File: src/fbtdm_pkg.sv
// ----------------------------------------------------------------------------
// fbtdm_pkg
// Shared types, codes and helpers for the framebuffer tile dirty map.
// ----------------------------------------------------------------------------
package fbtdm_pkg;

   localparam int TILE_SIZE_DEFAULT  = 16;
   localparam int MAX_WIDTH_DEFAULT  = 128;
   localparam int MAX_HEIGHT_DEFAULT = 128;

   localparam int MAP_SIDE    = 8;
   localparam int PIXEL_W     = 32;
   localparam int REQ_TDATA_W = 48;
   localparam int RSP_TDATA_W = 16;
   localparam int CSR_ADDR_W  = 2;
   localparam int CSR_DATA_W  = 8;

   localparam logic [7:0] RST_FRAME_WIDTH  = 8'd128;
   localparam logic [7:0] RST_FRAME_HEIGHT = 8'd128;
   localparam logic [2:0] RST_PIXEL_BYTES  = 3'd4;
   localparam logic       RST_ALWAYS_FORCE = 1'b0;

   typedef enum logic [1:0] {
      OP_COMPARE = 2'd0,
      OP_CLEAN   = 2'd1,
      OP_QUERY   = 2'd2,
      OP_RESET   = 2'd3
   } op_type;

   typedef enum logic [CSR_ADDR_W-1:0] {
      CSR_FRAME_WIDTH  = 2'd0,
      CSR_FRAME_HEIGHT = 2'd1,
      CSR_PIXEL_BYTES  = 2'd2,
      CSR_ALWAYS_FORCE = 2'd3
   } csr_index_type;

   typedef struct packed {
      logic load_item;
      logic rd_en;
      logic commit;
      logic clear_init;
      logic clear_step;
   } dp_cmd_type;

   typedef struct packed {
      logic in_reset;
      logic clear_last;
      logic rsp_free;
   } dp_sts_type;

   // frame size register limited to the largest frame
   function automatic logic [7:0] sat8(logic [7:0] value, int limit);
      logic [7:0] res;
      res = (int'(value) > limit) ? 8'(limit) : value;
      return res;
   endfunction

   // one bit per tile column (or row) whose first pixel lies inside the limit
   function automatic logic [MAP_SIDE-1:0] tiles_in_use(logic [7:0] limit, int tile_size);
      logic [MAP_SIDE-1:0] res;
      for (int i = 0; i < MAP_SIDE; i++) begin
         res[i] = (i * tile_size) < int'(limit);
      end
      return res;
   endfunction

   function automatic logic [3:0] count8(logic [MAP_SIDE-1:0] bits);
      logic [3:0] res;
      res = '0;
      for (int i = 0; i < MAP_SIDE; i++) begin
         res = res + 4'(bits[i]);
      end
      return res;
   endfunction

endpackage

File: src/fbtdm_ctrl.sv
// ----------------------------------------------------------------------------
// fbtdm_ctrl
// Sequencer: accept, shadow read, evaluate, and the shadow clearing pass.
// ----------------------------------------------------------------------------
module fbtdm_ctrl (
   input  logic                   clock,
   input  logic                   reset,
   input  logic                   req_tvalid,
   output logic                   req_tready,
   input  fbtdm_pkg::dp_sts_type  sts,
   output fbtdm_pkg::dp_cmd_type  cmd
);

   typedef enum logic [3:0] {
      ST_IDLE  = 4'b0001,
      ST_READ  = 4'b0010,
      ST_EVAL  = 4'b0100,
      ST_CLEAR = 4'b1000
   } state_type;

   state_type state_ff, state_in;
   logic      reply_ff, reply_in;

   always_comb begin
      state_in   = state_ff;
      reply_in   = reply_ff;
      cmd        = '0;
      req_tready = 1'b0;
      unique case (state_ff)
         ST_IDLE: begin
            req_tready = 1'b1;
            if (req_tvalid) begin
               cmd.load_item = 1'b1;
               if (sts.in_reset) begin
                  cmd.clear_init = 1'b1;
                  reply_in       = 1'b1;
                  state_in       = ST_CLEAR;
               end else begin
                  state_in = ST_READ;
               end
            end
         end
         ST_READ: begin
            cmd.rd_en = 1'b1;
            state_in  = ST_EVAL;
         end
         ST_EVAL: begin
            if (sts.rsp_free) begin
               cmd.commit = 1'b1;
               state_in   = ST_IDLE;
            end
         end
         ST_CLEAR: begin
            cmd.clear_step = 1'b1;
            if (sts.clear_last) begin
               reply_in = 1'b0;
               state_in = reply_ff ? ST_EVAL : ST_IDLE;
            end
         end
         default: begin
            state_in = ST_IDLE;
         end
      endcase
   end

   always_ff @(posedge clock) begin
      if (reset) begin
         state_ff <= ST_CLEAR;
         reply_ff <= 1'b0;
      end else begin
         state_ff <= state_in;
         reply_ff <= reply_in;
      end
   end

endmodule

File: config.mk
export PLATFORM = sky130hd
export DESIGN_NAME = fbtdm_ctrl
export DESIGN_NICKNAME = d
export VERILOG_FILES = /design/src/fbtdm_pkg.sv /design/src/fbtdm_ctrl.sv
export SDC_FILE = /design/constraint.sdc
export NUM_CORES = 1
export LEC_CHECK = 0
export BUFFER_PORTS_ARGS = -buffer_cell sky130_fd_sc_hd__buf_2
export CORE_AREA = 4 4 41 43
export CTS_CLUSTER_SIZE = 14
export DETAILED_ROUTE_END_ITERATION = 16
export DIE_AREA = 0 0 45 47
export PLACE_DENSITY = 0.47
export SYNTH_ARGS = -nofsm -noshare
export SYNTH_HDL_FRONTEND = slang
export SYNTH_SLANG_ARGS = --single-unit
File: constraint.sdc
create_clock -name clock -period 2.78 [get_ports clock]
set_clock_uncertainty 0.2 [all_clocks]
set_input_delay 0.278 -clock clock [delete_from_list [all_inputs] [get_ports clock]]
set_output_delay 0.278 -clock clock [all_outputs]
set_load 0.02 [all_outputs]
==> results.py <==
metrics = {
    "status": {
        "outcome": "finished, final reports clean",
    },
    "power": {
        "power_density_nw_per_um2": 528,
        "p_leak_nw": 0.194,
        "total_power_mw": 0.211,
        "peakVddDrop_mv": 0.188,
    },
    "global_routing": {
        "grt_pass1_vias": 276,
        "grt_usage": 0.0750,
        "grt_start_max_net_pins": 11,
        "grt_overflow": 0,
        "grt_pass1_wl_um": 1060,
        "antenna_found_initial": 0,
    },
    "worst_setup_path": {
        "required_ns": 2.30,
        "cp-start-kind": "flop",
        "crit_type": "flop to output pin",
        "cp_max_fo": 10,
        "r2r_start": "state_ff[2]",
        "crit_end": "cmd[1]",
        "crit_chain": "nor4b_4, and3_2, buf_2",
        "startpoint": "state_ff[3]",
        "crit_cells": 3,
        "r2r_slack_ns": 1.30,
        "crit_family": "simple AND/OR/NAND/NOR gates",
        "arrival_ns": 1.45,
        "r2r-end": "state_ff[0]",
        "ff2ff_path_depth": 3,
        "critPathCaptureType": "output pin",
        "critPathBufInv": 1,
        "slowest_delay_ns": 0.41,
        "slowest_stage": "dfxtp_1",
    },
    "die": {
        "fp.dieW_um": 45,
        "die-area_sq_um": 2120,
        "die_h_um": 47,
        "rows": 13,
        "core_area_sq_um": 1300,
        "initial_core_util": 0.239,
        "ioPinCount": 12,
    },
    "timing": {
        "max_freq_mhz": 520,
        "timing.hold.ws_ns": 0.00711,
        "setup_ws_ns": 0.857,
        "setup-violations-final": 0,
        "fin_crit_ns": 1.92,
        "slew_headroom": 0.758,
        "worstMarginPinSlew_ns": 0.362,
        "tns_ns": 0,
        "final_hold_viol_count": 0,
        "finalCritPeriodShare": 0.692,
        "report.final.slew_viol_count": 0,
        "rsz0062_at_grt": "false",
    },
    "synthesis": {
        "syn_avg_cell_area_sq_um": 10.0,
        "synth_most_common_cell": "dfxtp_1",
        "yosys_warnings": 0,
        "synth_edf_count": 0,
        "yosysTopAreaCell": "dfxtp_1",
        "synth_flop_cell": "dfxtp_1",
        "synthesis.nets": 37,
        "yosysSeqAreaShare": 0.321,
        "synthArstFlopShare": 0,
        "syn_area_sq_um": 312,
        "yosys_register_bits": 5,
        "synthDistinctLibCells": 21,
        "synthTopCellsByCount": "dfxtp_1 (5), inv_1 (3), nor3b_1 (3), nand4_1 (2), nor4b_1 (2)",
        "synth_top_area_share": 0.321,
        "synthCells": 31,
        "synthTopCellsByArea": "dfxtp_1 (32%), nor4b_4 (7.6%), nor3b_1 (7.2%), nor4b_1 (5.6%), o41ai_2 (5.2%)",
    },
    "place": {
        "hpwl_um": 536,
        "placed_area_sq_um": 374,
        "place.gp.congestion": 0.760,
        "dp_cells": 56,
        "dp_slack_ns": 1.11,
        "portBuffers": 11,
    },
    "layout": {
        "finalNetCount": 52,
        "fin_area_sq_um": 400,
        "stdcell_count": 60,
        "fin_util": 0.308,
        "syn_to_final_growth_pct": 28.5,
        "drive_above_1_share": 0.400,
        "n_antenna_cell": 0,
    },
    "detailed_routing": {
        "drc": 0,
        "routedWlPerCell_um": 11.1,
        "drt_wl_total_um": 668,
        "drt_first_pass_iters": 1,
        "vias": 300,
        "drt-vias-per-instance": 5.00,
        "antenna_left": 0,
        "drt-initial-drc-count": 0,
    },
    "clock_tree": {
        "numCtsBuffers": 3,
        "post_cts_buffers": 0,
        "hold_buffers": 0,
        "root_buffer": "clkbuf_4",
        "cts_sinks": 5,
        "clkTransAtPathRegs_ns": 0.04,
        "clk_path_buf_depth": 2,
        "h-tree-depth": 1,
        "tritoncts": "yes",
        "clk_latency_ns": 0.24,
        "post_cts_resized": 0,
    },
    "worst_hold_path": {
        "hp-class": "input port to flop",
    },
    "job": {
        "maxCapViolations": 0,
    },
}
## where the power goes
group / internal (mW) / switching [mW]
clock network: 0.0541 / 0.0276
registers: 0.0770 / 0.00996
logic: 0.0205 / 0.0223
total: 0.152 / 0.0598
## routing by layer
metal | share of wire | track usage | up-vias
li1 | - | - | 149
met1 | 0.47 | 0.0841 | 135
met2 | 0.40 | 0.102 | 12
met3 | 0.087 | 0.0153 | 4
met4 | 0.033 | 0.105 | 0
met5 | 0 | 0 | -
## layout make-up
class / instances / area [sq um]
fill: 136 / 901
timing repair buffer: 11 / 55.1
multi-input combinational: 22 / 189
clock buffer: 4 / 26.3
inverter: 3 / 11.3
tap: 15 / 18.8
sequential: 5 / 100
## worst min-delay path by stage
| stage | to | start | cells past startpoint | slack, ns |
|---|---|---|---|---|
| final | state_ff[1] | sts[2] | 2 | 0.007 |
| after global placement | state_ff[1] | sts[2] | 2 | 0.26 |
| after detailed placement | state_ff[1] | sts[2] | 2 | 0.26 |
| after global routing | state_ff[1] | sts[2] | 2 | 0.006 |
| after CTS | state_ff[1] | sts[2] | 2 | 0.0003 |
| after floorplan | state_ff[2] | reset | 1 | 0.15 |
## registers in the layout (all words and copies together), names as in the netlist
| register | flops |
|---|---|
| reply_ff | 1 |
| state_ff | 4 |
## cell families (layout without fill, tap and decap cells)
family                 count (synthesis)  in the layout  share of synthesized area
buffers and inverters                  4             18                     0.0723
DFF                                    5              5                      0.321
AOI/OAI and AO/OA                      6              6                      0.185
and+or+nand+nor                       16             16                      0.422
## layout by cell type (no fill, tap or decap), drive strengths merged, types with 2 or more instances in the layout
cell	Yosys	final
clkbuf	0	4
nor3b	4	4
nand4	2	2
buf	1	11
nor4b	3	3
dfxtp	5	5
and3	2	2
inv	3	3
Note: power is estimated with default switching activity, not from simulation.
